===== src/rtl/ymct_pkg.sv =====
package ymct_pkg;

    localparam int DEPTH_YEARS_DEF = 4;
    localparam int MONTHS          = 12;
    localparam int YEAR_W          = 16;
    localparam int MONTH_W         = 4;
    localparam int AMT_W           = 64;

    localparam logic [1:0] CMD_ADD    = 2'd0;
    localparam logic [1:0] CMD_QUERY  = 2'd1;
    localparam logic [1:0] CMD_MONTHS = 2'd2;
    localparam logic [1:0] CMD_YEARS  = 2'd3;

    localparam logic [1:0] ST_OK        = 2'd0;
    localparam logic [1:0] ST_NOT_FOUND = 2'd1;
    localparam logic [1:0] ST_FULL      = 2'd2;
    localparam logic [1:0] ST_BAD_MONTH = 2'd3;

    localparam logic [MONTH_W-1:0] MONTH_FIRST = MONTH_W'(1);
    localparam logic [MONTH_W-1:0] MONTH_LAST  = MONTH_W'(MONTHS);

    typedef struct packed {
        logic [YEAR_W-1:0]              key;
        logic [AMT_W-1:0]               total;
        logic [MONTHS-1:0][AMT_W-1:0]   months;
    } rec_t;

    typedef enum logic [1:0] {
        OP_HOLD,
        OP_LOAD,
        OP_INIT,
        OP_ADD
    } op_t;

    typedef struct packed {
        logic [YEAR_W-1:0]  key;
        logic [MONTH_W-1:0] month;
        logic [AMT_W-1:0]   amount;
    } bus_t;

endpackage


===== src/rtl/ymct_cell.sv =====
module ymct_cell (
    input  logic                           clk,
    input  ymct_pkg::op_t                  op,
    input  ymct_pkg::bus_t                 bus,
    input  ymct_pkg::rec_t                 left,
    output ymct_pkg::rec_t                 rec,
    output logic [ymct_pkg::AMT_W-1:0]     month_val
);

    ymct_pkg::rec_t rec_reg;
    logic [3:0]     midx;
    logic           mok;

    assign mok  = (bus.month >= ymct_pkg::MONTH_FIRST) && (bus.month <= ymct_pkg::MONTH_LAST);
    assign midx = bus.month - ymct_pkg::MONTH_FIRST;
    assign rec  = rec_reg;
    assign month_val = mok ? rec_reg.months[midx] : '0;

    always_ff @(posedge clk)
    begin
        unique case (op)
            ymct_pkg::OP_HOLD:
            begin
                rec_reg <= rec_reg;
            end
            ymct_pkg::OP_LOAD:
            begin
                rec_reg <= left;
            end
            ymct_pkg::OP_INIT:
            begin
                rec_reg.key    <= bus.key;
                rec_reg.total  <= '0;
                rec_reg.months <= '0;
            end
            ymct_pkg::OP_ADD:
            begin
                rec_reg.total <= rec_reg.total + bus.amount;
                if (mok)
                begin
                    rec_reg.months[midx] <= rec_reg.months[midx] + bus.amount;
                end
            end
            default:
            begin
                rec_reg <= rec_reg;
            end
        endcase
    end

endmodule


===== config.mk =====
export PLATFORM = sky130hd
export DESIGN_NAME = ymct_cell
export DESIGN_NICKNAME = d
export VERILOG_FILES = /design/src/rtl/ymct_pkg.sv /design/src/rtl/ymct_cell.sv
export SDC_FILE = /design/constraint.sdc
export NUM_CORES = 2
export LEC_CHECK = 0
export BUFFER_PORTS_ARGS = -buffer_cell sky130_fd_sc_hd__buf_2
export CAP_MARGIN = 20
export CORE_AREA = 2 2 720 722
export CTS_BUF_LIST = sky130_fd_sc_hd__clkbuf_4
export DETAILED_ROUTE_END_ITERATION = 7
export DIE_AREA = 0 0 722 724
export MAX_ROUTING_LAYER = met4
export SLEW_MARGIN = 20
export SYNTH_ARGS = -nofsm -noshare
export SYNTH_HDL_FRONTEND = slang
export SYNTH_SLANG_ARGS = --single-unit

===== constraint.sdc =====
create_clock -name clk -period 54.4 [get_ports clk]
set_clock_uncertainty 0.1 [all_clocks]
set_input_delay 8.16 -clock clk [delete_from_list [all_inputs] [get_ports clk]]
set_output_delay 8.16 -clock clk [all_outputs]
set_load 0.01 [all_outputs]

---- Word level (Yosys, flattened, before mapping) ----
Index checks and enable logic that the tools add are counted.
word-level totals
  register bits after elaboration ......... 848
  bits of input ports ..................... 935
  word-level logic and storage cells ...... 40
operators by class
  $add $sub $neg .......................... 3
  order comparisons ....................... 4
  eq/ne operators ......................... 4
  mux-type cells .......................... 9
  bitwise operators ....................... 1
  reduce and logical (&&, ||, !) cells .... 5
operator list
  kind                                                                   count
  832-bit one-hot mux with 3 select lines                                1
  768-bit bitwise mux                                                    1
  768-bit 2-to-1 mux                                                     1
  64-bit binary-select mux with 4-bit select                             1
  64-bit demux with 4-bit select                                         1
  64-bit 2-to-1 mux                                                      3
  64-bit adder                                                           2
  16-bit one-hot mux with 2 select lines                                 1
  4-bit by 1-bit >= comparator with 1-bit output, second input constant  2
  4-bit by 5-bit < comparator with 1-bit output, second input constant   1
  2-bit equality test, second input constant                             2
  4-bit less-or-equal comparator, second input constant                  1
  4-bit by 1-bit subtractor with 4-bit output, second input constant     1
  2-bit by 1-bit equality test with 1-bit output, second input constant  1
  1-bit logical AND                                                      2
  2-bit logical NOT                                                      1
  2-bit != test, second input constant                                   1
  2-bit AND reduction                                                    1
  2-bit nonzero test                                                     1
  1-bit inverter                                                         1

---- Depth between registers and ports, before layout ----
  word-level depth ........................ 8
  depth in mapped cells ................... 26
  gate-level depth less buffers ........... 18

---- Worst setup path after synthesis ----
OpenSTA, ideal clock, no wires.
  kind .................................... input-to-reg
  start point ............................. in bus[64] in the netlist's numbering
  end point ............................... reg rec_reg (netlist bit rec[0]), enable pin
  library setup time ...................... 2.167 ns
  arrival ................................. 46.945 ns
  data required time ...................... 52.133 ns
  setup slack ............................. 5.188 ns
  cell stages on the path ................. 10
  path through ............................ buf_2 buf_2 clkbuf_1 buf_1 inv_1 ha_1 or4b_2 o21ai_0 clkbuf_1 a21oi_1
between the ends
  cells in the longest elaborated chain, start to end .. 4
  elaborated cells on any way between the ends .. 5
  those cells by class .................... 2 x order compare; 1 x eq/ne; 2 x reduce/logical
RTL lines
  element                                                                                           line             text
  from (decl)                                                                                       ymct_cell.sv:4   input ymct_pkg::bus_t bus,
  4-bit by 1-bit >= comparator with 1-bit output or 4-bit less-or-equal comparator (tied branches)  ymct_cell.sv:14  assign mok = (bus.month >= ymct_pkg::MONTH_FIRST) && (bus.month <= ymct_pkg::MONTH_LAST);
  1-bit logical AND *                                                                               ymct_cell.sv:14
  2-bit != test (no source line) *                                                                  n/a
  2-bit AND reduction (no source line) *                                                            n/a
  to (signal assigned)                                                                              ymct_cell.sv:24  rec_reg <= rec_reg;
  to (signal assigned)                                                                              ymct_cell.sv:28  rec_reg <= left;
  to (signal assigned)                                                                              ymct_cell.sv:46  rec_reg <= rec_reg;
  to (decl)                                                                                         ymct_cell.sv:10  ymct_pkg::rec_t rec_reg;
Every way passes the cells marked *; elsewhere a longest branch is shown, timed or not.
A chain may end at the register's enable or synchronous reset.

---- Final worst setup path ----
  start point ............................. in bus[64] in the netlist's numbering
  end point ............................... out month_val[19] in the netlist's numbering
between the ends
  cells in the longest elaborated chain, start to end .. 4
  elaborated cells on any way between the ends .. 7
  those cells by class .................... 1 x add/sub; 2 x order compare; 3 x mux; 1 x reduce/logical
RTL lines
  element                                      line             text
  4-bit by 1-bit subtractor with 4-bit output  ymct_cell.sv:15  assign midx = bus.month - ymct_pkg::MONTH_FIRST;
  64-bit binary-select mux with 4-bit select   ymct_cell.sv:17  assign month_val = mok ? rec_reg.months[midx] : '0;
  64-bit 2-to-1 mux (implied by the code)      ymct_cell.sv:17
  64-bit 2-to-1 mux *                          ymct_cell.sv:17
  to (decl)                                    ymct_cell.sv:7   output logic [ymct_pkg::AMT_W-1:0] month_val
Every way passes the cells marked *; elsewhere a longest branch is shown, timed or not. The select of a mux whose other input is x is not followed.

==> report_table.html <==
<table>
<tr><th>Metric</th><th>Value</th></tr>
<tr><th colspan="2">Status</th></tr>
<tr><td>Status</td><td>finished, final reports clean</td></tr>
<tr><th colspan="2">Floorplan</th></tr>
<tr><td>Die width</td><td>722 um</td></tr>
<tr><td>Boundary Pins</td><td>1847</td></tr>
<tr><td>Placeable core region</td><td>0.515 sq mm</td></tr>
<tr><td>Die height</td><td>724 um</td></tr>
<tr><td>Number of rows created at floorplan</td><td>264</td></tr>
<tr><td>Effective utilization at floorplan</td><td>0.107</td></tr>
<tr><td>Die footprint</td><td>0.523 sq mm</td></tr>
<tr><th colspan="2">Timing</th></tr>
<tr><td>Post-route fraction of the period consumed by the critical path</td><td>0.395</td></tr>
<tr><td>Final Max Slew Viols</td><td>0</td></tr>
<tr><td>Hold violation count in the final report</td><td>0</td></tr>
<tr><td>Final setup violation count</td><td>0</td></tr>
<tr><td>Slew of the pin with the lowest slew margin</td><td>1.37 ns</td></tr>
<tr><td>Peak clock frequency supported by timing</td><td>46.5 MHz</td></tr>
<tr><td>Worst slew margin</td><td>0.0889</td></tr>
<tr><td>RSZ-0062 raised after global routing</td><td>false</td></tr>
<tr><td>Worst hold margin</td><td>0.539 ns</td></tr>
<tr><td>Post-route setup TNS</td><td>0 ns</td></tr>
<tr><td>Post-layout min period</td><td>21.51 ns</td></tr>
<tr><th colspan="2">GRT</th></tr>
<tr><td>Overflow left after global routing</td><td>0</td></tr>
<tr><td>Antenna violations before repair</td><td>499</td></tr>
<tr><td>Largest net degree at the start of global routing</td><td>172</td></tr>
<tr><td>Total global-route track usage</td><td>0.257</td></tr>
<tr><td>Global-route wire length before repair</td><td>808000 um</td></tr>
<tr><td>Via count of the first global-routing pass</td><td>56000</td></tr>
<tr><th colspan="2">Logic synthesis</th></tr>
<tr><td>Net count after synthesis</td><td>6266</td></tr>
<tr><td>Top cell type's share of synthesized area</td><td>0.462</td></tr>
<tr><td>Yosys synthesis warning count</td><td>0</td></tr>
<tr><td>Post-synth top cells</td><td>edfxtp_1, o21ai_0, nand2_1</td></tr>
<tr><td>Main synth FF type</td><td>edfxtp_1</td></tr>
<tr><td>Synthesized-area fraction occupied by adder cells</td><td>0.0343</td></tr>
<tr><td>Synthesized-area fraction occupied by ao, oa, aoi and oai cells</td><td>0.256</td></tr>
<tr><td>Mapped Avg Cell Area</td><td>10.6 sq um</td></tr>
<tr><td>Proportion of synthesized flip-flops having asynchronous set or reset</td><td>0</td></tr>
<tr><td>Gate count of the mapped netlist</td><td>5181</td></tr>
<tr><td>Library cell occupying the most area in the post-synthesis netlist</td><td>edfxtp_1</td></tr>
<tr><td>Largest family of logic cells by synthesized area</td><td>compound AO/OA/AOI/OAI gates</td></tr>
<tr><td>Dominant cell by count in the synthesized netlist</td><td>edfxtp_1</td></tr>
<tr><td>Post-synth cell types</td><td>87</td></tr>
<tr><td>Sequential cell area fraction in the yosys report</td><td>0.462</td></tr>
<tr><td>Simple-gate portion of the synthesized area</td><td>0.0883</td></tr>
<tr><td>Main area contributors after synthesis</td><td>edfxtp_1, a22o_1, mux4_2</td></tr>
<tr><td>Syn Std Cell Area</td><td>0.0551 sq mm</td></tr>
<tr><td>Post-synth EDFFs</td><td>848</td></tr>
<tr><td>Count of state elements after synthesis</td><td>848</td></tr>
<tr><td>Mux share of post-synthesis cell area</td><td>0.0997</td></tr>
<tr><td>Post-Synth XOR/XNOR Area</td><td>0.0194</td></tr>
<tr><th colspan="2">Route</th></tr>
<tr><td>Total number of vias</td><td>63100</td></tr>
<tr><td>DRC violation count after routing</td><td>0</td></tr>
<tr><td>Vias/cell</td><td>4.40</td></tr>
<tr><td>DRT Pass-1 Iters</td><td>6</td></tr>
<tr><td>DRT Wirelength</td><td>685000 um</td></tr>
<tr><td>Number of nets still failing antenna checks after routing</td><td>0</td></tr>
<tr><td>Routed len/inst</td><td>47.8 um</td></tr>
<tr><td>Drt initial violations</td><td>9595</td></tr>
<tr><th colspan="2">CTS</th></tr>
<tr><td>Total of hold buffers inserted after clock tree synthesis</td><td>0</td></tr>
<tr><td>Max Buffers Root-to-Sink</td><td>4</td></tr>
<tr><td>Cells resized by post-CTS repair</td><td>0</td></tr>
<tr><td>Clock latency on the worst-skew pair</td><td>1.54 ns</td></tr>
<tr><td>Cell at the root of the clock tree</td><td>clkbuf_4</td></tr>
<tr><td>Clock transition at the registers of the reported paths</td><td>0.06 ns</td></tr>
<tr><td>TritonCTS clock tree</td><td>done</td></tr>
<tr><td>Number of buffers added by the clock tree synthesis step</td><td>295</td></tr>
<tr><td># clock sinks</td><td>848</td></tr>
<tr><td>Setup bufs post-CTS</td><td>0</td></tr>
<tr><td>CTS HTree Levels</td><td>5</td></tr>
<tr><th colspan="2">Critical path</th></tr>
<tr><td>CP startpoint kind</td><td>primary input</td></tr>
<tr><td>Cell-by-cell listing of the critical path</td><td>buf_8 -&gt; inv_1 -&gt; ha_4 -&gt; buf_4 -&gt; buf_4 -&gt; mux4_2 -&gt; mux2i_1 -&gt; o22ai_2 -&gt; nor2b_1 -&gt; buf_2</td></tr>
<tr><td>Reg-to-reg setup timing slack</td><td>46.73 ns</td></tr>
<tr><td>Required arrival time at the worst endpoint</td><td>46.14 ns</td></tr>
<tr><td>Crit-path slowest cell</td><td>o22ai_2</td></tr>
<tr><td>CP Max Fanout</td><td>42</td></tr>
<tr><td>Critical path capture point type</td><td>output port</td></tr>
<tr><td>Delay of the slowest cell on the worst path</td><td>0.79 ns</td></tr>
<tr><td>Critical path data arrival time</td><td>13.25 ns</td></tr>
<tr><td>CP dominant cell by count</td><td>buf_4</td></tr>
<tr><td>Kind of critical path</td><td>in2out</td></tr>
<tr><th colspan="2">Power</th></tr>
<tr><td>Peak supply drop</td><td>0.0000158 V</td></tr>
<tr><td>Fraction of power spent switching nets</td><td>0.503</td></tr>
<tr><td>Seq pwr share</td><td>0.330</td></tr>
<tr><td>Sw Pwr</td><td>1550 uW</td></tr>
<tr><td>Proportion of power drawn by the clock network</td><td>0.254</td></tr>
<tr><td>Internal portion of total power</td><td>1530 uW</td></tr>
<tr><td>Areal power density over the cells</td><td>39.8 mW/mm^2</td></tr>
<tr><td>Leak pwr</td><td>0.0305 uW</td></tr>
<tr><td>Post-layout total power</td><td>3080 uW</td></tr>
<tr><td>Part of the total power dissipated in combinational logic</td><td>0.416</td></tr>
<tr><th colspan="2">Cells and area</th></tr>
<tr><td>Share of cells above drive strength 1</td><td>0.388</td></tr>
<tr><td>Max reg flops</td><td>848</td></tr>
<tr><td>Layout Nets</td><td>7998</td></tr>
<tr><td>Area overhead of the layout relative to synthesis</td><td>40.6%</td></tr>
<tr><th colspan="2">Place</th></tr>
<tr><td>Number of input and output port buffers inserted</td><td>1846</td></tr>
<tr><td>Post-detail-place hpwl</td><td>583000 um</td></tr>
<tr><td>Final RePlAce weighted congestion</td><td>1.11</td></tr>
<tr><th colspan="2">Run</th></tr>
<tr><td>Maximum capacitance violations</td><td>0</td></tr>
<tr><th colspan="2">Min path</th></tr>
<tr><td>Path class of the lowest-slack min-delay path</td><td>reg2reg</td></tr>
</table>
placed cells by master (no fill, tap or decap), drive strengths merged, types with 17 or more instances in the layout:
master and count:
buf 1974, edfxtp 848, o21ai 825, nand2 752, a22o 501, diode 436
clkbuf 416, a32oi 276, mux4 192, a21oi 151, ha 148, nor2 104
mux2i 99, nor2b 78, xnor2 75, a21o 73, clkinv 69, o22ai 65
inv 48, xor2 47, nand2b 36, a31oi 36, nand3 34, nand4 30
and3 25, nor3 23, o21bai 20, o21a 17
power groups by stage:
stage	combinational (uW)	clock [uW]	sequential [uW]
3_3_place_gp	1260	0	1020
6_report	1280	782	1020
2_1_floorplan	450	0	972
4_1_cts	1270	807	1010
5_1_grt	1320	829	1010
3_5_place_dp	1270	0	1020
final timing paths:
| path | start | to | cells after the start |
|---|---|---|---|
| worst max-delay path | bus[64] | month_val[19] | 10 |
| worst min-delay path | rec[447]$_DFFE_PP_ | rec[447]$_DFFE_PP_ | 2 |
| worst max register to register | rec[221]$_DFFE_PP_ | rec[508]$_DFFE_PP_ | 15 |
| worst min register to register | rec[447]$_DFFE_PP_ | rec[447]$_DFFE_PP_ | 2 |
worst max-delay path: cells and delay by family:
family          cells  cell delay, ns
buf+inv             5            2.21
compound gates      1            0.79
fa+ha+maj           1            0.69
simple gates        1            0.61
mux                 2            0.54
area by class of cell:
type                    instances  area [sq um]
clock inverters                90           581
inverters                      35           131
flip-flops and latches        848         25500
repair buffers               1974         10300
fillers                     58400        438000
clock buffers                 416          3120
well taps                    6783          8490
diodes                        436          1090
multi-input cells            3759         28300
cell families (layout without fill, tap and decap cells):
group                    after synthesis  in the layout
adder cells (fa/ha/maj)              150            150
multiplexers                         307            307
other                                  0            436
AND/OR/NAND/NOR                     1121           1121
buffers and inverters                574           2515
AO/OA/AOI/OAI                       2059           2059
flip-flops                           848            848
XOR/XNOR                             122            122
metrics by stage:
stage          std cells  setup WS, ns   util  cell area, sq um
6_report           14300         32.89  0.150             77500
5_1_grt            14300         32.82  0.150             77300
4_1_cts            13900         32.65  0.148             76400
3_5_place_dp       13400         32.64  0.141             72700
3_3_place_gp       13400         32.87  0.141             72600
2_1_floorplan       5181          5.19      -             55100
metal layers:
metal  routed length [um]  vias to the layer above  global-route usage
li1                     -                    24600                   -
met1               270000                    32000               0.305
met2               261000                     5302               0.334
met3               114000                     1205               0.162
met4                40600                        0               0.119
met5                    0                        -                   -
Power figures use the tool's default switching activity.
